$ cat src/hw/rtl/positional_list_engine_assert.svh
// Assertion macros used by the top level of the positional list engine RTL.
`ifndef POSITIONAL_LIST_ENGINE_ASSERT_SVH
`define POSITIONAL_LIST_ENGINE_ASSERT_SVH
`ifndef SYNTHESIS
// Antecedent implies consequent in the same cycle.
`define PLE_ASSERT_IMPL(lbl, ante, cons, msg) \
	lbl: assert property (@(posedge clk) disable iff (!arst_n) (ante) |-> (cons)) \
		else $error(msg);
// Antecedent implies consequent in the next cycle.
`define PLE_ASSERT_NEXT(lbl, ante, cons, msg) \
	lbl: assert property (@(posedge clk) disable iff (!arst_n) (ante) |=> (cons)) \
		else $error(msg);
`else
`define PLE_ASSERT_IMPL(lbl, ante, cons, msg)
`define PLE_ASSERT_NEXT(lbl, ante, cons, msg)
`endif
`endif

$ cat src/hw/rtl/ple_pkg.sv
// Package with the types and codes of the positional list engine.
`timescale 1ns / 1ps
`default_nettype none
package ple_pkg;

	// Operation codes carried in the func field.
	typedef enum logic [2:0] {
		FUNC_INS_FRONT = 3'd0,
		FUNC_INS_BACK  = 3'd1,
		FUNC_INS_POS   = 3'd2,
		FUNC_DEL_FRONT = 3'd3,
		FUNC_DEL_BACK  = 3'd4,
		FUNC_DEL_POS   = 3'd5,
		FUNC_DUMP      = 3'd6
	} func_t;

	// Result status codes.
	typedef enum logic [1:0] {
		STAT_OK     = 2'd0,
		STAT_BADPOS = 2'd1,
		STAT_FULL   = 2'd2,
		STAT_EMPTY  = 2'd3
	} status_t;

	// Controller states.
	typedef enum logic {
		S_IDLE = 1'b0,
		S_DUMP = 1'b1
	} state_t;

	// Input beat.
	typedef struct packed {
		logic [2:0]         func;
		logic signed [31:0] value;
		logic [4:0]         position;
	} item_t;

	// Result beat.
	typedef struct packed {
		logic [1:0]         status;
		logic [4:0]         entry_count;
		logic               has_value;
		logic signed [31:0] out_value;
		logic               last;
	} result_t;

	// Commands from the controller to the datapath.
	typedef struct packed {
		logic exec;
		logic dump_start;
		logic dump_step;
	} ctrl_cmd_t;

	// Status from the datapath to the controller.
	typedef struct packed {
		logic empty;
		logic dump_end;
	} dp_stat_t;

endpackage
`default_nettype wire

$ cat src/hw/rtl/ple_ctrl.sv
// Controller state machine of the positional list engine.
`timescale 1ns / 1ps
`default_nettype none
module ple_ctrl (
	input  wire logic             clk,
	input  wire logic             arst_n,
	input  wire logic             start,
	input  wire logic [2:0]       func,
	input  wire ple_pkg::dp_stat_t stat,
	output logic                  busy,
	output ple_pkg::ctrl_cmd_t    cmd
);

	ple_pkg::state_t state_q;
	ple_pkg::state_t state_d;

	// State register.
	always_ff @(posedge clk or negedge arst_n) begin
		if (!arst_n) begin
			state_q <= ple_pkg::S_IDLE;
		end else begin
			state_q <= state_d;
		end
	end

	// Next state and commands.
	always_comb begin
		state_d = state_q;
		busy = 1'b0;
		cmd = '0;
		unique case (state_q)
			ple_pkg::S_IDLE: begin
				if (start) begin
					if (func == ple_pkg::FUNC_DUMP && !stat.empty) begin
						cmd.dump_start = 1'b1;
						state_d = ple_pkg::S_DUMP;
					end else begin
						cmd.exec = 1'b1;
					end
				end
			end
			ple_pkg::S_DUMP: begin
				busy = 1'b1;
				cmd.dump_step = 1'b1;
				if (stat.dump_end) begin
					state_d = ple_pkg::S_IDLE;
				end
			end
			default: begin
				state_d = ple_pkg::S_IDLE;
			end
		endcase
	end

endmodule
`default_nettype wire

$ cat src/hw/rtl/ple_dpath.sv
// Datapath of the positional list engine: entry cells, count and result register.
`timescale 1ns / 1ps
`default_nettype none
module ple_dpath #(
	parameter int CAPACITY = 16
) (
	input  wire logic               clk,
	input  wire logic               arst_n,
	input  wire ple_pkg::item_t     item,
	input  wire ple_pkg::ctrl_cmd_t cmd,
	output ple_pkg::dp_stat_t       stat,
	output ple_pkg::result_t        result,
	output logic                    strobe
);

	localparam int CW = $clog2(CAPACITY + 1);
	localparam int CMP_W = (CW > 5) ? CW : 5;

	logic [31:0]      cells_q [CAPACITY];
	logic [CW-1:0]    count_q;
	logic [CW-1:0]    count_d;
	logic [CW-1:0]    dcnt_q;
	logic [CMP_W-1:0] cnt_x;
	logic [CMP_W-1:0] pos_x;
	logic [CMP_W-1:0] pos_m1;
	logic [CMP_W-1:0] last_x;
	logic [CMP_W-1:0] idx;
	logic             full;
	logic             empty;
	logic             do_ins;
	logic             do_del;
	logic [1:0]       st;
	logic             strobe_q;
	ple_pkg::result_t res_q;

	assign cnt_x  = CMP_W'(count_q);
	assign pos_x  = CMP_W'(item.position);
	assign pos_m1 = pos_x - CMP_W'(1);
	assign last_x = cnt_x - CMP_W'(1);
	assign full   = (cnt_x == CMP_W'(CAPACITY));
	assign empty  = (count_q == '0);

	assign stat.empty    = empty;
	assign stat.dump_end = (CW'(dcnt_q + 1'b1) == count_q);

	// Decode the operation: checks, target index and status.
	always_comb begin
		do_ins = 1'b0;
		do_del = 1'b0;
		idx = '0;
		st = ple_pkg::STAT_OK;
		unique case (item.func)
			ple_pkg::FUNC_INS_FRONT: begin
				if (full) begin
					st = ple_pkg::STAT_FULL;
				end else begin
					do_ins = 1'b1;
				end
			end
			ple_pkg::FUNC_INS_BACK: begin
				idx = cnt_x;
				if (full) begin
					st = ple_pkg::STAT_FULL;
				end else begin
					do_ins = 1'b1;
				end
			end
			ple_pkg::FUNC_INS_POS: begin
				idx = pos_m1;
				if (pos_x == '0 || pos_m1 > cnt_x) begin
					st = ple_pkg::STAT_BADPOS;
				end else if (full) begin
					st = ple_pkg::STAT_FULL;
				end else begin
					do_ins = 1'b1;
				end
			end
			ple_pkg::FUNC_DEL_FRONT: begin
				if (empty) begin
					st = ple_pkg::STAT_EMPTY;
				end else begin
					do_del = 1'b1;
				end
			end
			ple_pkg::FUNC_DEL_BACK: begin
				idx = last_x;
				if (empty) begin
					st = ple_pkg::STAT_EMPTY;
				end else begin
					do_del = 1'b1;
				end
			end
			ple_pkg::FUNC_DEL_POS: begin
				idx = pos_m1;
				if (empty) begin
					st = ple_pkg::STAT_EMPTY;
				end else if (pos_x == '0 || pos_m1 >= cnt_x) begin
					st = ple_pkg::STAT_BADPOS;
				end else begin
					do_del = 1'b1;
				end
			end
			ple_pkg::FUNC_DUMP: begin
				// Only a dump of an empty list reaches here.
				st = ple_pkg::STAT_OK;
			end
			default: begin
				st = ple_pkg::STAT_BADPOS;
			end
		endcase
	end

	// Count after the operation.
	always_comb begin
		count_d = count_q;
		if (do_ins) begin
			count_d = CW'(count_q + 1'b1);
		end else if (do_del) begin
			count_d = CW'(count_q - 1'b1);
		end
	end

	// Entry cells: shift open, shift closed, or rotate the occupied part for a dump.
	for (genvar i = 0; i < CAPACITY; i++) begin : g_cell
		localparam int PREV = (i > 0) ? i - 1 : 0;
		localparam int NEXT = (i < CAPACITY - 1) ? i + 1 : i;
		logic [CMP_W-1:0] i_x;
		assign i_x = CMP_W'(i);

		always_ff @(posedge clk) begin
			if (cmd.exec && do_ins) begin
				if (i_x == idx) begin
					cells_q[i] <= item.value;
				end else if (i_x > idx) begin
					cells_q[i] <= cells_q[PREV];
				end
			end else if (cmd.exec && do_del) begin
				if (i_x >= idx) begin
					cells_q[i] <= cells_q[NEXT];
				end
			end else if (cmd.dump_step) begin
				if (i_x == last_x) begin
					cells_q[i] <= cells_q[0];
				end else if (i_x < last_x) begin
					cells_q[i] <= cells_q[NEXT];
				end
			end
		end
	end

	// Count and dump counter.
	always_ff @(posedge clk or negedge arst_n) begin
		if (!arst_n) begin
			count_q <= '0;
			dcnt_q <= '0;
		end else begin
			if (cmd.exec) begin
				count_q <= count_d;
			end
			if (cmd.dump_start) begin
				dcnt_q <= '0;
			end else if (cmd.dump_step) begin
				dcnt_q <= CW'(dcnt_q + 1'b1);
			end
		end
	end

	// Result strobe.
	always_ff @(posedge clk or negedge arst_n) begin
		if (!arst_n) begin
			strobe_q <= 1'b0;
		end else begin
			strobe_q <= cmd.exec || cmd.dump_step;
		end
	end

	// Result payload.
	always_ff @(posedge clk) begin
		if (cmd.exec) begin
			res_q.status      <= st;
			res_q.entry_count <= 5'(count_d);
			res_q.has_value   <= 1'b0;
			res_q.out_value   <= '0;
			res_q.last        <= 1'b1;
		end else if (cmd.dump_step) begin
			res_q.status      <= ple_pkg::STAT_OK;
			res_q.entry_count <= 5'(count_q);
			res_q.has_value   <= 1'b1;
			res_q.out_value   <= cells_q[0];
			res_q.last        <= stat.dump_end;
		end
	end

	assign strobe = strobe_q;
	assign result = res_q;

endmodule
`default_nettype wire

$ cat src/hw/rtl/positional_list_engine.sv
// Top level of the positional list engine.
// Insert, delete and other single-result operations: result registered and shown in the
// cycle after the beat is taken, and a new beat can be taken every cycle while busy is low.
// Dump of N entries: busy while the cell chain rotates once per result; each result
// is registered from the front cell, and the last one is shown after busy falls.
// Reset clears the entry count and control state; the entry cells are not cleared.
`timescale 1ns / 1ps
`default_nettype none
`include "positional_list_engine_assert.svh"
module positional_list_engine #(
	parameter int CAPACITY = 16
) (
	input  wire logic           clk,
	input  wire logic           arst_n,
	input  wire logic           start,
	output logic                busy,
	input  wire ple_pkg::item_t item,
	output ple_pkg::result_t    result,
	output logic                strobe
);

	ple_pkg::ctrl_cmd_t cmd;
	ple_pkg::dp_stat_t  stat;
	logic               value_beat;
	logic               plain_beat;
	logic               zero_value;

	// Controller.
	ple_ctrl u_ctrl (
		.clk    (clk),
		.arst_n (arst_n),
		.start  (start),
		.func   (item.func),
		.stat   (stat),
		.busy   (busy),
		.cmd    (cmd)
	);

	// Datapath.
	ple_dpath #(
		.CAPACITY (CAPACITY)
	) u_dpath (
		.clk    (clk),
		.arst_n (arst_n),
		.item   (item),
		.cmd    (cmd),
		.stat   (stat),
		.result (result),
		.strobe (strobe)
	);

	// Result beat classes used by the checks below.
	assign value_beat = strobe && result.has_value;
	assign plain_beat = strobe && !result.has_value;
	assign zero_value = (result.out_value == 32'sd0);

	// A result without a value closes its operation and carries a zero value.
	`PLE_ASSERT_IMPL(a_novalue_last, plain_beat, result.last && zero_value, "bad valueless beat")
	// Dumped entries always report success.
	`PLE_ASSERT_IMPL(a_dump_ok, value_beat, result.status == ple_pkg::STAT_OK, "bad dump status")
	// The first dumped entry follows the cycle after busy rises.
	`PLE_ASSERT_NEXT(a_dump_first, $rose(busy), value_beat, "dump did not start streaming")
	// The final dumped entry is shown once the block is free again.
	`PLE_ASSERT_IMPL(a_dump_end_free, value_beat && result.last, !busy, "busy after final dump beat")

endmodule
`default_nettype wire

$ cat config.mk
export PLATFORM = sky130hd
export DESIGN_NAME = positional_list_engine
export DESIGN_NICKNAME = d
export VERILOG_FILES = /design/src/hw/rtl/ple_pkg.sv /design/src/hw/rtl/ple_ctrl.sv /design/src/hw/rtl/ple_dpath.sv /design/src/hw/rtl/positional_list_engine.sv
export VERILOG_INCLUDE_DIRS = /design/src /design/src/hw/rtl
export SDC_FILE = /design/constraint.sdc
export NUM_CORES = 2
export LEC_CHECK = 0
export BUFFER_PORTS_ARGS = -buffer_cell sky130_fd_sc_hd__buf_2
export CELL_PAD_IN_SITES_DETAIL_PLACEMENT = 1
export CELL_PAD_IN_SITES_GLOBAL_PLACEMENT = 2
export CORE_AREA = 4 4 365 367
export DETAILED_ROUTE_END_ITERATION = 7
export DIE_AREA = 0 0 369 371
export GPL_TIMING_DRIVEN = 0
export PLACE_DENSITY = 0.61
export SLEW_MARGIN = 10
export SYNTH_ARGS = -nofsm -noshare
export SYNTH_HDL_FRONTEND = slang
export SYNTH_SLANG_ARGS = --single-unit
$ cat constraint.sdc
create_clock -name clk -period 10.1 [get_ports clk]
set_input_delay 1.01 -clock clk [delete_from_list [all_inputs] [get_ports clk]]
set_output_delay 1.01 -clock clk [all_outputs]
set_load 0.02 [all_outputs]
==> summary.md <==
| Metric | Value |
|---|---|
| Status | completed |
| Syn_nets | 3182 |
| Dominant synthesized flop cell | edfxtp_1 |
| CTS max path bufs | 3 |
| CTS buffer count | 70 |
| Via count | 27760 |
| Slew Limit Fails | 0 |
| VDD IR-drop max | 0.1811 mV |
| Clock Skew | 29.43 ps |
| Clock Sinks | 565 |
| Post-synthesis mux area share | 9.441% |
| CTS tree | done |
| Global-route wire length before repair | 211500 µm |
| Fin Hold WS | 250.6 ps |
| Nature of the critical path startpoint | primary input |
| Worst-margin pin slew | 1269 ps |
| Synthesized cell area | 32260 µm² |
| Gate count after technology mapping | 3128 |
| Critical path depth in cells | 13 |
| CP most frequent cell | ha_1 |
| Pwr dens | 432.2 nW/µm² |
| Fin crit period | 6171 ps |
| Slowest stage delay, CP | 910 ps |
| Synth Area in Compound Gates | 24.05% |
| Req. time, crit path | 10370 ps |
| CP Max Fanout | 32 |
| Global-route usage over all layers | 21.30% |
| I/O Buffers | 58 |
| Cell with the most instances after synthesis | edfxtp_1 |
| H-tree depth reported by CTS | 3 |
| Max_cap viols | 0 |
| Peak Freq | 162.1 MHz |
| FFs w/ async S/R, synth | 2.124% |
| Initial Util | 24.91% |
| Worst Reg2Reg Path Length in Cells | 10 |
| CTS clk-pin slew, worst paths | 60 ps |
| Via/cell ratio | 5.468 |
| Crit-path slowest cell | nor2_1 |
| Final hold viol count | 0 |
| Static leakage | 0.01366 µW |
| Largest family of logic cells by synthesized area | compound AO/OA/AOI/OAI gates |
| DRC viols | 0 |
| Number of buffers and inverters on the critical path | 3 |
| Largest net degree at the start of global routing | 33 |
| FP Rows | 132 |
| Sequential-to-total area share from yosys stat | 51.36% |
| DR iter-0 viols | 2450 |
| Layout cell share with drive strength beyond 1 | 10.93% |
| Boundary Pins | 86 |
| Post-CTS Setup Bufs | 0 |
| Remaining Overflow, GRT | 0 |
| Post-synthesis adder-cell area fraction | 0.4267% |
| FILL cells | 14690 |
| Clock Latency Late Sink | 670 ps |
| Hpwl dp | 121100 µm |
| Synth Area in Simple Gates | 8.732% |
| Flip-flop and latch count after synthesis | 565 |
| Number of synthesized flops with an enable pin | 519 |
| Hold-fix buffers, CTS | 0 |
| Tcrit/Tclk final | 61.10% |
| Clk root buf | clkbuf_16 |
| Worst min path class | primary input to asynchronous set/reset pin |
| Nets | 3331 |
| Final WL | 150100 µm |
| Post-synth top cells | edfxtp_1, nand2_1, o21ai_0 |
| Chip height | 371 µm |
| Post-Syn Area per Cell | 10.31 µm² |
| Synth area leader | edfxtp_1 |
| Final ANT Viol Nets | 0 |
| Relative slew slack | 15.37% |
| Setup TNS | 0 ps |
| Drt wl/cell | 29.58 µm |
| Die Wd | 369 µm |
| PostCTS Resize Cnt | 0 |
| Vias in the first global route | 27880 |
| Crit-path leading delay family | simple AND/OR/NAND/NOR gates |
| Unique cell type count in the Yosys netlist | 83 |
| Largest cells by area after synthesis | edfxtp_1, mux2i_1, o21ai_0, nand2_1, a22oi_1 |
| Syn. warnings | 0 |
| 1st-pass router iterations | 6 |
| Post-synth top area share | 48.32% |
| Final setup viols | 0 |
| Layout area overhead | 16.14% |
| Core area | 129500 µm² |
| Critical path capture point type | register |
| Gpl congestion | 0.9169 |
| Area of the die | 136900 µm² |
| Worst path arrival time | 6450 ps |
| Unrepaired setup endpoints after global routing | no |
| CP cell instances | buf_2 > inv_1 > ha_1 > nor3b_1 > xor2_1 > ha_1 > a21oi_1 > o21ai_0 > o41ai_2 > nand4_1 > nor2_1 > clkbuf_1 > or2_2 |
| Initial antenna violation count | 4 |
| Xor/xnor share of the synthesized area | 0.3801% |
| Setup CP Type | primary input to register |
[worst paths after layout]
| check | start | end | slack [ps] |
|---|---|---|---|
| min in group clk | u_dpath.result[23]$_SDFFE_PP0P_ | u_dpath.result[23]$_SDFFE_PP0P_ | 440 |
| worst min register to register | u_dpath.result[23]$_SDFFE_PP0P_ | u_dpath.result[23]$_SDFFE_PP0P_ | 440 |
| max in group asynchronous | arst_n | u_dpath.dcnt_q[2]$_DFFE_PN0P_ | 9570 |
| worst min-delay path | arst_n | u_dpath.cnt_x[4]$_DFFE_PN0P_ | 250 |
| worst max register to register | u_dpath.cnt_x[0]$_DFFE_PN0P_ | u_dpath.cells_q[1][88]$_DFFE_PP_ | 4060 |
| worst max-delay path | item[0] | u_dpath.cells_q[1][88]$_DFFE_PP_ | 3930 |
[logic make-up after synthesis]
kind of cell    Yosys count
simple gates            628
mux                     300
fa+ha+maj                11
xor+xnor                 14
buf+inv                 442
flops                   565
compound gates         1168
[through the flow]
stage	worst slack [ps]	util, %	std cells	instance area (µm²)	power [µW]
2_1_floorplan	3816	-	3128	32260	9912
3_3_place_gp	-419.1	26.82	4928	34730	13210
3_5_place_dp	3386	27.14	4947	35140	13500
4_1_cts	4078	28.93	5073	37450	16170
5_1_grt	3831	28.93	5073	37450	17000
6_report	3929	28.93	5076	37460	16190
[per-layer routing]
layer | vias up | GRT usage (%) | part of all wire (%)
li1 | 12460 | - | -
met1 | 14050 | 29.08 | 45
met2 | 1032 | 34.70 | 46
met3 | 214 | 2.563 | 5.7
met4 | 0 | 7.741 | 3.5
met5 | - | 0 | 0
[power by group]
part           switching (µW)  leakage [µW]  internal [µW]
sequential                983       0.00542           4790
combinational            5500       0.00711           2290
clock                    1110       0.00113           1520
total                    7590        0.0137           8600
[cells in the final DEF, fill, tap and decap left out, types with 10 or more instances in the layout]
cell,n
edfxtp_1,519
nand2_1,332
o21ai_0,293
clkbuf_1,292
mux2i_1,266
a21oi_1,177
a22oi_1,167
o22ai_1,122
buf_2,119
nor2_1,108
inv_1,80
a31oi_1,74
clkbuf_16,71
o221ai_1,66
nor3_1,52
a211oi_1,34
a32oi_1,34
mux2_2,34
dfxtp_1,34
o21ai_1,33
and3_1,33
o32ai_1,32
o221a_2,32
nand3_1,27
a222oi_1,20
buf_4,17
nor2b_1,14
dfrtp_1,12
clkinv_1,11
ha_1,11
clkinv_2,10
[flip-flops by register name (all words and copies together), names as in the netlist]
signal and flops:
u_dpath.cells_q 512, u_dpath.dcnt_q 5, u_dpath.cnt_x 5, u_dpath.strobe 1
u_dpath.result 41, u_ctrl.state_q 1
[worst register-to-register path: cells and delay by family, from the launching register on]
family          cells  cell delay, ps
fa+ha+maj           1             290
flops               1             520
compound gates      2             750
simple gates        4            2810
buf+inv             3            1290
[cell type report]
type	instances	area [µm²]	area share, %
multi-input combinational	2121	13960	37.26
tap	1742	2180	5.818
inverter	82	307.8	0.8216
antenna	3	7.507	0.02004
sequential	565	16570	44.22
buffer	360	1503	4.011
timing repair buffer	77	625.6	1.670
clock inverter	32	390.4	1.042
clock buffer	94	1923	5.134
No activity file was read; power rests on OpenSTA's default activity.
